### src/ndl_pkg.sv
// Shared constants and codes for the n-dimensional index delineariser.
package ndl_pkg;

  // Fixed field widths
  localparam int IDX_W        = 48;
  localparam int COORD_W      = 32;
  localparam int BEGIN_W      = 31;
  localparam int CFG_W        = 31;
  localparam int CFG_IDX_W    = 3;
  localparam int NUM_DIM_REGS = 3;

  // Size registers keep at most this many bits
  localparam int SIZE_CAP     = 16;

  // Quotient bits resolved per divider stage
  localparam int DIV_STEPS    = 8;

  // Parameter defaults
  localparam int MAX_DIMS_DEF  = 3;
  localparam int SIZE_BITS_DEF = 16;

  typedef enum logic [1:0] {
    ACT_FWD     = 2'd0,
    ACT_REV     = 2'd1,
    ACT_CONTAIN = 2'd2
  } act_e;

  typedef enum logic [CFG_IDX_W-1:0] {
    REG_DIM_COUNT = 3'd0,
    REG_BEGIN_0   = 3'd1,
    REG_BEGIN_1   = 3'd2,
    REG_BEGIN_2   = 3'd3,
    REG_SIZE_0    = 3'd4,
    REG_SIZE_1    = 3'd5,
    REG_SIZE_2    = 3'd6
  } reg_idx_e;

endpackage

### src/ndl_div_stage.sv
// One stage of the pipelined restoring divider: STEPS quotient bits per stage.
module ndl_div_stage #(
  parameter int DEN_W = ndl_pkg::SIZE_CAP,
  parameter int NUM_W = ndl_pkg::IDX_W,
  parameter int STEPS = ndl_pkg::DIV_STEPS
) (
  input  logic             clk_i,
  input  logic             en_i,
  input  logic [DEN_W-1:0] den_i,
  input  logic [NUM_W-1:0] num_i,
  input  logic [DEN_W-1:0] rem_i,
  output logic [NUM_W-1:0] num_o,
  output logic [DEN_W-1:0] rem_o
);

  logic [NUM_W-1:0] num_d, num_q;
  logic [DEN_W-1:0] rem_d, rem_q;
  logic [DEN_W:0]   part;

  // Shift dividend bits into the partial remainder, quotient bits in at the bottom
  always_comb begin
    num_d = num_i;
    rem_d = rem_i;
    part  = '0;
    for (int st = 0; st < STEPS; st++) begin
      part  = {rem_d, num_d[NUM_W-1]};
      num_d = {num_d[NUM_W-2:0], 1'b0};
      if (part >= {1'b0, den_i}) begin
        part     = part - {1'b0, den_i};
        num_d[0] = 1'b1;
      end
      rem_d = part[DEN_W-1:0];
    end
  end

  always_ff @(posedge clk_i) begin
    if (en_i) begin
      num_q <= num_d;
      rem_q <= rem_d;
    end
  end

  assign num_o = num_q;
  assign rem_o = rem_q;

endmodule

### config.mk
export PLATFORM = sky130hd
export DESIGN_NAME = ndl_div_stage
export DESIGN_NICKNAME = d
export VERILOG_FILES = /design/src/ndl_pkg.sv /design/src/ndl_div_stage.sv
export SDC_FILE = /design/constraint.sdc
export NUM_CORES = 1
export LEC_CHECK = 0
export BUFFER_PORTS_ARGS = -buffer_cell sky130_fd_sc_hd__buf_2
export CORE_ASPECT_RATIO = 1.4
export CORE_MARGIN = 10
export CORE_UTILIZATION = 50
export CTS_CLUSTER_SIZE = 24
export DETAILED_ROUTE_END_ITERATION = 8
export PLACE_DENSITY = 0.69
export RECOVER_POWER = 25
export SKIP_LAST_GASP = 1
export SYNTH_ARGS = -nofsm -noshare
export SYNTH_HDL_FRONTEND = slang
export SYNTH_SLANG_ARGS = --single-unit
export TNS_END_PERCENT = 10
### constraint.sdc
create_clock -name clk_i -period 65 [get_ports clk_i]
set_input_delay 3.25 -clock clk_i [delete_from_list [all_inputs] [get_ports clk_i]]
set_output_delay 3.25 -clock clk_i [all_outputs]
set_load 0.05 [all_outputs]
==> results of run 1 <==
-- layout make-up --
type / count / area [um2]
clock buffer: 9 / 225.2
clock inverter: 7 / 55.05
fill: 1771 / 8288
inverter: 77 / 301.5
multi-input combinational: 975 / 7462
sequential: 64 / 1922
tap: 248 / 310.3
timing repair buffer: 146 / 729.5
-- how the worst min path moves through the flow --
stage / startpoint / to / slack (ns) / cells after the start
2_1_floorplan: num_i[2] / num_o[10]$_DFFE_PP_ / 3.35 / 0
3_3_place_gp: num_i[5] / num_o[13]$_DFFE_PP_ / 3.43 / 1
3_5_place_dp: num_i[30] / num_o[38]$_DFFE_PP_ / 3.43 / 1
4_1_cts: num_i[5] / num_o[13]$_DFFE_PP_ / 3.08 / 1
5_1_grt: num_i[21] / num_o[29]$_DFFE_PP_ / 3.07 / 1
6_report: num_i[21] / num_o[29]$_DFFE_PP_ / 3.08 / 1
-- flip-flops by register name, summed over array words and instances (netlist names) --
name / count
num_o: 48
rem_o: 16
-- kinds of logic (layout without fill, tap and decap cells) --
family,count (synthesis),after routing,share of synthesized area
and+or+nand+nor,335,335,0.1727
AOI/OAI and AO/OA,331,331,0.2276
adders and majority gates,136,136,0.1796
muxes,104,104,0.1191
buffers and inverters,101,239,0.04349
xor gates and xnor gates,69,69,0.06160
DFF,64,64,0.1959
-- layer usage --
metal,vias up,wire [um],global-route usage
li1,4576,-,-
met2,396,16110,0.4333
met5,-,0,0
met4,0,2274,0.1716
met3,132,1826,0.03622
met1,4397,11660,0.2430
-- synth_stat cells (30+ instances only) --
cell type | n | area, um2
ha_1 | 128 | 1602
nor2_1 | 86 | 322.8
nand2_1 | 76 | 285.3
a21oi_1 | 75 | 375.4
inv_1 | 71 | 266.5
o21ai_0 | 67 | 335.3
edfxtp_1 | 64 | 1922
mux2_2 | 61 | 686.9
xnor2_1 | 45 | 394.1
mux2i_1 | 33 | 330.3
a21o_1 | 30 | 225.2
o21a_1 | 30 | 225.2
-- critical path, delay by kind of cell --
kind	cells	cell delay (ns)
simple gates	15	3.23
compound gates	59	15.12
fa+ha+maj	8	2.53
mux	7	3.37
buf+inv	12	2.03
-- metrics by stage --
step                      hold WS (ns)  instances  utilization  instance area (um2)
after detailed placement         3.428       1510       0.5561                10730
after floorplan                  3.349       1140            -                 9811
after CTS                        3.080       1526       0.5706                11010
final                            3.084       1526       0.5704                11010
after global routing             3.072       1526       0.5704                11010
after global placement           3.426       1510       0.5561                10730
==> results.cfg, run 1 <==
[die]
floorplan.rows = 60
dieHeight_um = 185.7
die_w_um = 138.4
coreArea_mm2 = 0.01929
io_pins = 146
start_util = 0.5085
design.die.area_mm2 = 0.02570

[routing]
ant_nets = 0
wire_per_inst_um = 20.89
drt-vias-per-instance = 6.226
drt-initial-drc-count = 703
drt_first_pass_iters = 5
routed_wl_um = 31870
drt_drc_violations_left = 0
via_count = 9501

[yosys]
avgSynthCellArea_um2 = 8.606
synth-seq-area-share = 0.1959
ys.warnings.count = 0
synth_edf_count = 64
async_flop_share = 0
synthCells = 1140
synth_cell_types = 85
syn_nets = 1358
netlist_area_mm2 = 0.009811
ys.flop_type = edfxtp_1
ys_seq_elements = 64

[grt]
grt_max_degree = 65
track_usage = 0.2373
antenna_found_initial = 0
grt.overflow.total = 0
grt_pass1_vias = 9269
grt_pass1_wl_um = 49230

[run]
cap_violations = 1

[critical_path]
crit_fanout = 19
slowest_stage = o22ai_1
crit_start = den_i[8]
cp-start-kind = input port
max_stage_delay_ns = 0.81
crit_path_end = rem_o[1]$_DFFE_PP_
critical_path_required_ns = 65.08
worstSetupPathType = input port to flip-flop
crit_path_frequent_cell = o21ai_0
cp.arrival_ns = 29.58
end_kind = flip-flop

[sta]
fin_setup_tns_ns = 0
hold_violations = 0
worst_pin_slew_ns = 3.562
final_max_slew_viol_count = 65
fin_crit_sh = 0.4538
setup_viol = 0
fmax_mhz = 33.90
period_needed_ns = 29.50
slew_headroom = -1.374
rsz0062_at_grt = false
timing.final.ws_setup_ns = 35.50

[final_layout]
antennaDiodeCount = 0
final_cell_mix = buf_2 (145), ha_1 (128), nor2_1 (86), nand2_1 (76), a21oi_1 (75)
drive_gt1_frac = 0.2050
nNetsFinal = 1491
area_growth_pct = 12.18
final_common_cell = buf_2

[placed_design]
io_buffer_count = 145
hpwl_um = 25420
place_ws_ns = 35.71
gp_congestion = 1.002

[cts]
post_cts.repair.setup_buffers = 0
cts_sinks = 64
cts_tree = built
root_buffer = clkbuf_16
clkTransAtPathRegs_ns = 0.06
cts_buffers = 9
holdBufCountCts = 0
clock_path_buffers = 2
ctsResizeCount = 0
cts_htree_levels = 3

[outcome]
violations = capacitance limit, slew limit
status = finished with violations

[hold_path]
hold_path.class = input port to flip-flop
Power of run 1 is not shown: default switching activity piles up to over one toggle a cycle in this logic, so the estimate is an artifact.
==> inputs of run 2 (changes only) <==
==> constraint.sdc (replaced) <==
create_clock -name clk_i -period 29.5 [get_ports clk_i]
set_input_delay 1.475 -clock clk_i [delete_from_list [all_inputs] [get_ports clk_i]]
set_output_delay 1.475 -clock clk_i [all_outputs]
set_load 0.05 [all_outputs]
==> run 2 against run 1 <==
Routed wire length down 0.60%; non-clock buffer count unchanged; setup slack worse by 33 ns; utilization is 0.22 points higher; count of clock-buffer cells in the layout is the same; global-route usage up 0.17 points; final cell count about the same; sequential share of layout area is 0.067 points lower; die area unchanged; sequential cell count stayed put; design area up 0.39%; the run still ends with capacitance limit, slew limit left.
==> results.cfg, run 2 (synthesis gave the netlist of run 1 again) <==
[final_layout]
fill_cells = 1772
largest_register_ffs = 48
multi_input_area_mm2 = 0.007477
final_common_cell = buf_2
area_growth_pct = 12.61
final_cell_mix = buf_2 (145), ha_1 (128), nor2_1 (86), nand2_1 (76), a21oi_1 (75)
drive_gt1_frac = 0.2066
seq_area_mm2 = 0.001922
nNetsFinal = 1491
final_cells = 1527

[cts]
cts_buffers = 9
cts_htree_levels = 3
holdBufCountCts = 0
root_buffer = clkbuf_16
clkTransAtPathRegs_ns = 0.06
clock_path_buffers = 2
ctsResizeCount = 0
cts_sinks = 64
post_cts.repair.setup_buffers = 0
cts_tree = built

[routing]
drt-initial-drc-count = 550
drt_drc_violations_left = 0
wire_per_inst_um = 20.75
drt_first_pass_iters = 5
routed_wl_um = 31680
via_count = 9445
drt-vias-per-instance = 6.185
ant_nets = 0

[sta]
setup_viol = 0
fmax_mhz = 37.29
rsz0062_at_grt = false
slew_headroom = -1.330
fin_crit_sh = 0.9092
fin_setup_tns_ns = 0
final_max_slew_viol_count = 65
period_needed_ns = 26.82
hold_violations = 0
worst_pin_slew_ns = 3.495

[grt]
antenna_found_initial = 0
gr-usage-met2 = 0.4459
grt_pass1_vias = 9559
grt.met3_usage = 0.03213
grt_most_used_layer = met2
track_usage = 0.2390
grt_pass1_wl_um = 49830
grt.overflow.total = 0
grtUsageMet1 = 0.2413
grt_max_degree = 65

[placed_design]
post-place-cells = 1510
hpwl_um = 25460
io_buffer_count = 145
gp_congestion = 0.9953

[die]
dieHeight_um = 185.7
start_util = 0.5085
design.die.area_mm2 = 0.02570
floorplan.rows = 60
die_w_um = 138.4
coreArea_mm2 = 0.01929
io_pins = 146

[critical_path]
cp.arrival_ns = 26.89
crit_path_frequent_cell = o21ai_0
cp-start-kind = input port
critical_path_required_ns = 29.57
end_kind = flip-flop
crit_fanout = 19
worstSetupPathType = input port to flip-flop
max_stage_delay_ns = 0.70
slowest_stage = a211oi_2

[hold_path]
hold_path.class = input port to flip-flop

[outcome]
violations = capacitance limit, slew limit
status = finished with violations

[run]
cap_violations = 1
-- run 2: cell types whose count changed in the layout (fill, tap and decap cells not counted) --
cell	delta
bufinv_16	+1
mux2i_4	+1
o22ai_1	-1
diode_2	+1
inv_8	+1
clkinv_2	+1
inv_6	-2
mux2i_2	-1
clkinv_1	-1
o22ai_2	+1
-- run 2: final timing paths --
kind / start / to / slack [ns] / cells past startpoint
worst min-delay path: num_i[25] / num_o[33]$_DFFE_PP_ / 1.31 / 1
worst max-delay path: den_i[10] / rem_o[10]$_DFFE_PP_ / 2.68 / 101
-- run 2: per-stage QoR --
stage	setup slack [ns]	hold WS (ns)	utilization	cell area [um2]
after floorplan	6.747	1.574	-	9811
after global placement	2.927	1.651	0.5561	10730
after detailed placement	2.134	1.653	0.5561	10730
after CTS	2.430	1.304	0.5719	11030
after global routing	0.2272	1.307	0.5725	11050
final	2.680	1.309	0.5726	11050
-- run 2: routing by layer --
metal,up-vias,share of wire
li1,4594,-
met2,365,0.51
met3,117,0.053
met1,4369,0.37
met4,0,0.069
met5,-,0
-- run 2: area by class of cell --
cell class                 count  share of cell area
antenna                        1           0.0002265
clock buffer                   9             0.02039
sequential                    64              0.1740
clock inverter                 7            0.007248
multi-input combinational    975              0.6768
tap                          248             0.02809
timing repair buffer         146             0.06602
inverter                      77             0.02729
-- run 2: critical path, delay by kind of cell --
kind / cells / cell delay (ns)
AOI/OAI and AO/OA: 60 / 14.85
buffers and inverters: 12 / 2.07
adders and majority gates: 8 / 2.49
and+or+nand+nor: 15 / 3.25
muxes: 6 / 2.69
Power of run 2 is left out for the same reason.
==> inputs of run 3 (changes only) <==
==> constraint.sdc (replaced) <==
create_clock -name clk_i -period 29.5 [get_ports clk_i]
set_input_delay 5.9 -clock clk_i [delete_from_list [all_inputs] [get_ports clk_i]]
set_output_delay 5.9 -clock clk_i [all_outputs]
set_load 0.05 [all_outputs]
==> run 3 against run 2 <==
The run still ends with capacitance limit, slew limit left; final cell count up 1.9%; utilization up 1.5 points; setup slack worse by 1.2 ns; design area rose by 2.5%; non-clock buffer count grew 29; critical path type unchanged; largest cell class unchanged.
==> results.cfg, run 3 (synthesis gave the netlist of run 1 again) <==
[grt]
grtUsageMet1 = 0.2567
grt.overflow.total = 0
antenna_found_initial = 1
grt_most_used_layer = met2
grt_max_degree = 65
grt_pass1_vias = 9427
grt_pass1_wl_um = 50780
grt.met3_usage = 0.03851
track_usage = 0.2453
gr-usage-met2 = 0.4625

[final_layout]
fill_cells = 1745
largest_register_ffs = 48
fin_util = 0.5872
final_cells = 1556
multi_input_area_mm2 = 0.007518
nNetsFinal = 1520
area_growth_pct = 15.48
final_common_cell = buf_2
final_cell_mix = buf_2 (145), ha_1 (128), nor2_1 (86), nand2_1 (76), a21oi_1 (75)
drive_gt1_frac = 0.2318
seq_area_mm2 = 0.001922

[critical_path]
cp-start-kind = input port
crit_path_end = rem_o[1]$_DFFE_PP_
path_depth = 97
critical_path_required_ns = 29.59
crit_fanout = 19
crit_start = den_i[1]
path_buf_inv = 13
cp.arrival_ns = 28.14
crit_path_frequent_cell = o21ai_0
max_stage_delay_ns = 0.48
worstSetupPathType = input port to flip-flop
critical-path-top-delay-family = compound AO/OA/AOI/OAI gates
end_kind = flip-flop
slowest_stage = a311oi_1

[placed_design]
gp_congestion = 0.9686
io_buffer_count = 145
post-place-cells = 1530
hpwl_um = 26370

[die]
coreArea_mm2 = 0.01929
dieHeight_um = 185.7
start_util = 0.5085
die_w_um = 138.4
floorplan.rows = 60
io_pins = 146
design.die.area_mm2 = 0.02570

[hold_path]
hold_path.class = input port to flip-flop

[routing]
drt_drc_violations_left = 0
drt_first_pass_iters = 6
routed_wl_um = 33120
drt-initial-drc-count = 667
wire_per_inst_um = 21.29
via_count = 9686
ant_nets = 0
drt-vias-per-instance = 6.225

[sta]
final_max_slew_viol_count = 65
period_needed_ns = 28.05
hold_violations = 0
rsz0062_at_grt = true
slew_headroom = -1.297
fmax_mhz = 35.65
hold_slack_ns = 5.737
worst_pin_slew_ns = 3.446
setup_viol = 0
fin_crit_sh = 0.9509

[cts]
cts_htree_levels = 3
root_buffer = clkbuf_16
cts_buffers = 9
clock_path_buffers = 2
cts_tree = built
clkTransAtPathRegs_ns = 0.06
cts_sinks = 64
holdBufCountCts = 0

[run]
cap_violations = 1

[outcome]
violations = capacitance limit, slew limit
status = finished with violations
==> run 3: metrics by stage <==
step | instance area, um2 | TNS (ns) | worst slack [ns]
detailed placement | 10880 | 0 | 0.1466
global route | 11330 | -0.3137 | -0.1154
finish | 11330 | 0 | 1.450
CTS | 11210 | 0 | 0.2492
floorplan | 9811 | 0 | 2.322
global placement | 10880 | 0 | 0.9430
==> run 3: how the worst min path moves through the flow <==
stage / start / end / cells past startpoint
floorplan: num_i[2] / num_o[10]$_DFFE_PP_ / 0
global placement: num_i[26] / num_o[34]$_DFFE_PP_ / 1
detailed placement: num_i[5] / num_o[13]$_DFFE_PP_ / 1
CTS: num_i[28] / num_o[36]$_DFFE_PP_ / 1
global route: num_i[16] / num_o[24]$_DFFE_PP_ / 1
finish: num_i[26] / num_o[34]$_DFFE_PP_ / 1
==> run 3: area by class of cell <==
cell class / instances / share of cell area
antenna: 1 / 0.0002209
clock buffer: 9 / 0.01988
clock inverter: 7 / 0.009056
inverter: 77 / 0.02662
timing repair buffer: 175 / 0.08360
tap: 248 / 0.02739
multi-input combinational: 975 / 0.6636
sequential: 64 / 0.1696
==> run 3: timing repair <==
item | in CTS | in global routing
setup buffers | 0 | 9
endpoints found under the setup margin | 0 | 17
resized for setup | 0 | 18
==> run 3: routing by layer <==
metal | share of wire | wire (um) | vias to the layer above
met2 | 0.51 | 16900 | 378
met5 | 0 | 0 | -
met1 | 0.37 | 12390 | 4559
met4 | 0.057 | 1893 | 0
li1 | - | - | 4643
met3 | 0.058 | 1930 | 106
Power of run 3 is left out for the same reason.
